[config.mk]
export PLATFORM = sky130hd
export DESIGN_NAME = accelerating_key_repeat
export DESIGN_NICKNAME = d
export VERILOG_FILES = /design/src/rtl/akr_pkg.sv /design/src/rtl/akr_lane.sv /design/src/rtl/akr_merge.sv /design/src/rtl/accelerating_key_repeat.sv
export SDC_FILE = /design/constraint.sdc
export NUM_CORES = 2
export LEC_CHECK = 0
export BUFFER_PORTS_ARGS = -buffer_cell sky130_fd_sc_hd__buf_2
export CORE_AREA = 2 2 339 341
export CTS_BUF_LIST = sky130_fd_sc_hd__clkbuf_8
export CTS_CLUSTER_DIAMETER = 50
export DETAILED_ROUTE_END_ITERATION = 6
export DIE_AREA = 0 0 341 343
export GPL_TIMING_DRIVEN = 1
export SYNTH_ARGS = -nofsm -noshare
export SYNTH_HDL_FRONTEND = slang
export SYNTH_SLANG_ARGS = --single-unit
[constraint.sdc]
create_clock -name clock -period 20.2 [get_ports clock]
set_input_delay 1.01 -clock clock [delete_from_list [all_inputs] [get_ports clock]]
set_output_delay 1.01 -clock clock [all_outputs]
set_load 0.02 [all_outputs]
[src/rtl/akr_pkg.sv]
`default_nettype none

package akr_pkg;

   localparam int LINE_COUNT_DEF = 9;
   localparam int TIME_W         = 32;
   localparam int MS_W           = 16;
   localparam int CSR_INDEX_W    = 2;

   localparam logic [MS_W-1:0] RESET_INITIAL_DELAY = 16'd380;
   localparam logic [MS_W-1:0] RESET_FAST_INTERVAL = 16'd55;
   localparam logic [MS_W-1:0] RESET_INTERVAL_STEP = 16'd35;
   localparam logic [31:0]     RESET_REPEAT_MASK   = 32'd63;

   typedef enum logic [CSR_INDEX_W-1:0] {
      REG_INITIAL_DELAY = 2'd0,
      REG_FAST_INTERVAL = 2'd1,
      REG_INTERVAL_STEP = 2'd2,
      REG_REPEAT_MASK   = 2'd3
   } reg_index_type;

   typedef struct packed {
      logic [MS_W-1:0] initial_delay;
      logic [MS_W-1:0] fast_interval;
      logic [MS_W-1:0] interval_step;
   } timing_type;

endpackage

`default_nettype wire

[src/rtl/akr_lane.sv]
`default_nettype none

module akr_lane
   import akr_pkg::*;
(
   input  wire logic              clock,
   input  wire logic              reset,
   input  wire timing_type        timing,
   input  wire logic              repeat_en,
   input  wire logic              take,
   input  wire logic [TIME_W-1:0] now_ms,
   input  wire logic              down,
   output logic                   fired
);

   logic              was_held_ff;
   logic              was_held_in;
   logic [MS_W-1:0]   interval_ff;
   logic [MS_W-1:0]   interval_in;
   logic [TIME_W-1:0] deadline_ff;
   logic [TIME_W-1:0] deadline_in;
   logic              press;
   logic              repeat_hit;
   logic [MS_W:0]     limit;
   logic [MS_W-1:0]   shrunk;

   always_comb begin
      press       = down && !was_held_ff;
      repeat_hit  = down && was_held_ff && repeat_en && (now_ms >= deadline_ff);
      fired       = press || repeat_hit;
      limit       = {1'b0, timing.fast_interval} + {1'b0, timing.interval_step};
      shrunk      = ({1'b0, interval_ff} > limit) ? interval_ff - timing.interval_step
                                                  : timing.fast_interval;
      interval_in = press ? timing.initial_delay : shrunk;
      deadline_in = now_ms + TIME_W'(interval_in);
      was_held_in = down;
   end

   always_ff @(posedge clock) begin
      if (reset) begin
         was_held_ff <= 1'b0;
      end else if (take) begin
         was_held_ff <= was_held_in;
      end
   end

   always_ff @(posedge clock) begin
      if (take && fired) begin
         interval_ff <= interval_in;
         deadline_ff <= deadline_in;
      end
   end

endmodule

`default_nettype wire

[src/rtl/akr_merge.sv]
`default_nettype none

module akr_merge
   import akr_pkg::*;
#(
   parameter int LINE_COUNT = LINE_COUNT_DEF
) (
   input  wire logic                  clock,
   input  wire logic                  reset,
   input  wire logic                  push,
   input  wire logic [LINE_COUNT-1:0] lane_fired,
   output logic                       push_ready,
   output logic                       out_valid,
   input  wire logic                  out_ready,
   output logic [LINE_COUNT-1:0]      out_fired
);

   logic                  out_valid_ff;
   logic                  out_valid_in;
   logic [LINE_COUNT-1:0] out_data_ff;
   logic [LINE_COUNT-1:0] out_data_in;
   logic                  skid_valid_ff;
   logic                  skid_valid_in;
   logic [LINE_COUNT-1:0] skid_data_ff;
   logic [LINE_COUNT-1:0] skid_data_in;
   logic                  pop;

   always_comb begin
      pop           = out_valid_ff && out_ready;
      out_valid_in  = out_valid_ff;
      out_data_in   = out_data_ff;
      skid_valid_in = skid_valid_ff;
      skid_data_in  = skid_data_ff;
      if (skid_valid_ff) begin
         if (pop) begin
            out_data_in   = skid_data_ff;
            skid_valid_in = 1'b0;
         end
      end else if (push) begin
         if (!out_valid_ff || pop) begin
            out_data_in  = lane_fired;
            out_valid_in = 1'b1;
         end else begin
            skid_data_in  = lane_fired;
            skid_valid_in = 1'b1;
         end
      end else if (pop) begin
         out_valid_in = 1'b0;
      end
   end

   always_ff @(posedge clock) begin
      if (reset) begin
         out_valid_ff  <= 1'b0;
         skid_valid_ff <= 1'b0;
      end else begin
         out_valid_ff  <= out_valid_in;
         skid_valid_ff <= skid_valid_in;
      end
   end

   always_ff @(posedge clock) begin
      out_data_ff  <= out_data_in;
      skid_data_ff <= skid_data_in;
   end

   assign push_ready = !skid_valid_ff;
   assign out_valid  = out_valid_ff;
   assign out_fired  = out_data_ff;

endmodule

`default_nettype wire

[src/rtl/accelerating_key_repeat.sv]
// a poll's result is registered in the output stage, or in the skid entry
// throughput: one poll per cycle unless stalled, all lines updated at once
// a two-entry output stage lets a poll transfer while a result waits
// reset: synchronous, active high; clears held history and output valids,
// loads the timing registers with their default values
`default_nettype none

module accelerating_key_repeat
   import akr_pkg::*;
#(
   parameter int LINE_COUNT = LINE_COUNT_DEF
) (
   input  wire logic                              clock,
   input  wire logic                              reset,
   input  wire logic                              req_tvalid,
   output logic                                   req_tready,
   // now_ms, held_lines
   input  wire logic [((TIME_W+LINE_COUNT+7)/8)*8-1:0] req_tdata,
   output logic                                   rsp_tvalid,
   input  wire logic                              rsp_tready,
   // fired_lines
   output logic [((LINE_COUNT+7)/8)*8-1:0]        rsp_tdata,
   input  wire logic                              csr_valid,
   output logic                                   csr_ready,
   input  wire logic [CSR_INDEX_W-1:0]            csr_index,
   input  wire logic [((LINE_COUNT > MS_W) ? LINE_COUNT : MS_W)-1:0] csr_data
);

   localparam int RSP_W = ((LINE_COUNT + 7) / 8) * 8;

   timing_type            timing_ff;
   timing_type            timing_in;
   logic [LINE_COUNT-1:0] repeat_mask_ff;
   logic [LINE_COUNT-1:0] repeat_mask_in;
   logic                  take;
   logic [TIME_W-1:0]     now_ms;
   logic [LINE_COUNT-1:0] held_lines;
   logic [LINE_COUNT-1:0] lane_fired;
   logic [LINE_COUNT-1:0] fired_lines;

   assign csr_ready  = 1'b1;
   assign take       = req_tvalid && req_tready;
   assign now_ms     = req_tdata[TIME_W-1:0];
   assign held_lines = req_tdata[TIME_W+LINE_COUNT-1:TIME_W];

   always_comb begin
      timing_in      = timing_ff;
      repeat_mask_in = repeat_mask_ff;
      if (csr_valid) begin
         case (csr_index)
            REG_INITIAL_DELAY: timing_in.initial_delay = csr_data[MS_W-1:0];
            REG_FAST_INTERVAL: timing_in.fast_interval = csr_data[MS_W-1:0];
            REG_INTERVAL_STEP: timing_in.interval_step = csr_data[MS_W-1:0];
            REG_REPEAT_MASK:   repeat_mask_in          = csr_data[LINE_COUNT-1:0];
            default: ;
         endcase
      end
   end

   always_ff @(posedge clock) begin
      if (reset) begin
         timing_ff.initial_delay <= RESET_INITIAL_DELAY;
         timing_ff.fast_interval <= RESET_FAST_INTERVAL;
         timing_ff.interval_step <= RESET_INTERVAL_STEP;
         repeat_mask_ff          <= RESET_REPEAT_MASK[LINE_COUNT-1:0];
      end else begin
         timing_ff      <= timing_in;
         repeat_mask_ff <= repeat_mask_in;
      end
   end

   for (genvar i = 0; i < LINE_COUNT; i++) begin : g_lane
      akr_lane u_lane (
         .clock     (clock),
         .reset     (reset),
         .timing    (timing_ff),
         .repeat_en (repeat_mask_ff[i]),
         .take      (take),
         .now_ms    (now_ms),
         .down      (held_lines[i]),
         .fired     (lane_fired[i])
      );
   end

   akr_merge #(
      .LINE_COUNT (LINE_COUNT)
   ) u_merge (
      .clock      (clock),
      .reset      (reset),
      .push       (take),
      .lane_fired (lane_fired),
      .push_ready (req_tready),
      .out_valid  (rsp_tvalid),
      .out_ready  (rsp_tready),
      .out_fired  (fired_lines)
   );

   assign rsp_tdata = RSP_W'(fired_lines);

   a_result_follows: assert property (@(posedge clock) disable iff (reset)
      take |=> rsp_tvalid)
      else $error("no result after a poll transfer");

   a_fire_needs_held: assert property (@(posedge clock) disable iff (reset)
      take |-> ((lane_fired & ~held_lines) == '0))
      else $error("a released line fired");

   a_stall_means_full: assert property (@(posedge clock) disable iff (reset)
      !req_tready |-> rsp_tvalid)
      else $error("input stalled with no result pending");

endmodule

`default_nettype wire

==> results.yml <==
run_status:
  status: "finished clean"
worst_setup_path:
  end_kind: "register"
  setup.worst_path.class: "register to register"
  cp_slowest_cell: "a311oi_2"
  cpMostUsedCell: "ha_1"
  cp.arrival_ps: 9380
  slowest_delay_ps: 690
  crit_path_start_kind: "register"
  cp_max_fo: 23
  cp_data_required_time_ps: 20670
finish:
  drive_above_1_share_pct: 7.41
  nFillCells: 10900
  fin_cells: 6581
  multi_input_area_sq_um: 28100
  area_delta_synth_final_pct: 10.5
  layout.nets: 5781
  regArea_sq_um: 14900
  final_area_sq_um: 49800
timing:
  finClkSkew_ps: 36.6
  relSlewSlack_pct: 16.7
  post-route-period-util_pct: 44.1
  finalSetupViolCount: 0
  max_freq_mhz: 112
  min_period_ps: 8920
  hold_viol_final: 0
  rsz0062_at_grt: "no"
  slew_viol_final: 0
  worstMarginPinSlew_ps: 1240
  setup_tns_ps: 0
placed_design:
  placed_cell_area_sq_um: 47500
  io_buffer_count: 74
  dp_cells: 6381
  hpwl_um: 112000
  gp_congestion: 0.935
die:
  fp.dieArea_sq_um: 117000
  io_pins: 90
  die-width_um: 341
  coreArea_sq_um: 113000
  rows: 124
  chipHeight_um: 343
  start_util_pct: 39.7
routing:
  routed_via_density: 5.66
  avgRoutedWirePerCell_um: 21.5
  firstDrtPassIters: 6
  drc: 0
  postRouteAntennaNets: 0
  vias: 37200
  drtIter0Drc: 2654
  postRouteWirelength_um: 142000
power_and_ir_drop:
  netSwitchingFraction_pct: 36.0
  p_clk_share_pct: 29.9
  intPower_uw: 2650
  switching_power_uw: 1490
  p_leak_uw: 0.0216
  vdd_drop_max_uv: 49.3
  comb_power_share_pct: 36.7
  p_seq_share_pct: 33.4
  pwr_density_cell_nw_per_um2: 83.0
global_route:
  grt_use_total_pct: 23.6
  antenna_found_initial: 7
  grt_pass1_wl_um: 210000
  grt_pass1_vias: 36000
  grt_max_degree: 69
  grt_overflow: 0
synthesis:
  synth_ff_type: "edfxtp_1"
  synth-edff-count: 450
  ys_seq_area_share_pct: 33.0
  yosysWarnings: 0
  synth_top_area_share_pct: 30.0
  synthArstFlopShare_pct: 0
  syn-cell-area_sq_um: 45100
  ys_ff_latch: 518
  syn_area_per_cell_sq_um: 9.32
  synth_top_cell_by_area: "edfxtp_1"
  synth.distinct_cells: 78
  synth_area_leaders: "edfxtp_1 (30%), ha_1 (20%), xnor2_1 (4.6%), a21oi_1 (4.0%), inv_1 (3.6%)"
  postSynthCellCount: 4839
clock_tree:
  clkSlewWorstSetupHoldPaths_ps: 70
  cts_inserted_buffers: 102
  cts-hold-fix-buffers: 0
  post_cts_buffers: 0
  root_buffer: "clkbuf_8"
  clock_sinks: 518
  ctsHtreeMaxLevel: 3
  ctsResizeCount: 0
  cts_buffer_depth: 3
  cts_tree: "done"
  insertion_delay_ps: 760
worst_hold_path:
  hold_path_class: "register to register"
flow_run:
  drv_cap: 0
[path summary, 6_finish.rpt]
path	cells past startpoint	slack [ps]	from	endpoint
worst max register to register	28	11280	timing_ff[0]$_SDFFE_PP1P_	g_lane[1].u_lane.deadline_ff[25]$_DFFE_PP_
worst min-delay path	2	470	g_lane[0].u_lane.was_held_ff$_SDFFE_PP0P_	g_lane[0].u_lane.was_held_ff$_SDFFE_PP0P_
worst max-delay path	28	11280	timing_ff[0]$_SDFFE_PP1P_	g_lane[1].u_lane.deadline_ff[25]$_DFFE_PP_
worst min register to register	2	470	g_lane[0].u_lane.was_held_ff$_SDFFE_PP0P_	g_lane[0].u_lane.was_held_ff$_SDFFE_PP0P_
[registers in the layout, summed over array words and instances, names as in the netlist]
| name | cells |
|---|---|
| u_merge.skid_data_ff | 9 |
| g_lane.u_lane.was_held_ff | 9 |
| u_merge.skid_valid_ff | 1 |
| timing_ff | 48 |
| repeat_mask_ff | 9 |
| g_lane.u_lane.deadline_ff | 288 |
| u_merge.out_valid | 1 |
| u_merge.out_fired | 9 |
| g_lane.u_lane.interval_ff | 144 |
[layout by cell type, fill, tap and decap left out, types with 18 or more instances in the layout]
cell type  instances
or3_1             42
and3_1            24
a21oi_1          354
dfxtp_1           68
nand2b_1          51
o41ai_1           22
and2_1            28
o311ai_1          18
nand2_1          351
buf_4             80
fa_1              19
buf_2             74
xor2_1           128
nand4_1           63
a211oi_1          55
o21bai_1          22
o21ai_0          239
o211ai_1          27
a211o_1           20
nor2b_1           65
edfxtp_1         450
nand3_1          123
o21a_1           127
nor3_1           148
xnor2_1          237
nand3b_1          27
a31oi_1           33
ha_1             718
inv_1            463
a21o_1           149
mux2i_1          102
nor2_1           315
clkbuf_8         120
[critical path, delay by kind of cell, from the launching register on]
family / cells / cell delay, ps
mux: 1 / 200
xor+xnor: 2 / 690
fa+ha+maj: 4 / 1380
flops: 1 / 550
compound gates: 13 / 4000
buf+inv: 1 / 290
simple gates: 7 / 1490
[metal layers]
| metal | global-route usage, % | routed length, um | share of wire [%] |
|---|---|---|---|
| met1 | 30.9 | 62200 | 44 |
| met2 | 39.6 | 65800 | 46 |
| met3 | 2.44 | 7910 | 5.6 |
| met4 | 9.73 | 5650 | 4.0 |
| met5 | 0 | 0 | 0 |
[power by group through the flow]
stage / registers (uW) / clock network [uW] / logic, uW
floorplan: 1380 / 0 / 1110
global placement: 1400 / 0 / 1480
detailed placement: 1400 / 0 / 1510
CTS: 1380 / 1250 / 1510
global route: 1390 / 1300 / 1680
finish: 1380 / 1240 / 1520
[synthesized netlist by cell type, drive strengths merged (29+ instances only)]
library cell,count
or3,42
clkbuf,80
nor2,319
ha,718
o21a,127
a21o,149
o21ai,247
and2,30
dfxtp,68
nor3,149
o311ai,30
a21oi,356
edfxtp,450
a211oi,56
o211ai,29
nand4,63
nor2b,68
xor2,128
buf,50
inv,435
xnor2,237
mux2i,102
nand3,127
nand2,351
a31oi,33
nand2b,51
[kinds of logic (layout without fill, tap and decap cells)]
group | Yosys count | in the layout | share of synthesized area (%)
AOI/OAI and AO/OA | 1235 | 1235 | 17.8
xor gates and xnor gates | 365 | 365 | 7.09
adders and majority gates | 737 | 737 | 20.8
buffers and inverters | 565 | 783 | 4.93
DFF | 518 | 518 | 33.0
muxes | 108 | 108 | 2.41
other | 2 | 14 | 0.0167
and+or+nand+nor | 1309 | 1309 | 13.9
[per-stage QoR]
step | hold WS, ps | utilization (%) | total power [uW] | worst slack, ps
floorplan | 429 | - | 2490 | 13230
global placement | 454 | 41.9 | 2880 | 11400
detailed placement | 460 | 41.9 | 2910 | 11290
CTS | 415 | 43.9 | 4150 | 11230
global route | 435 | 43.9 | 4370 | 10760
finish | 471 | 43.9 | 4140 | 11280
[area by class of cell]
type                       instances  area share, %
timing repair buffer             154           1.95
clock inverter                    74           1.38
inverter                         435           3.28
antenna                            6         0.0301
tap                             1512           3.80
multi-input combinational       3762           56.4
clock buffer                     120           3.32
sequential                       518           29.9
Power figures use the tool's default switching activity.
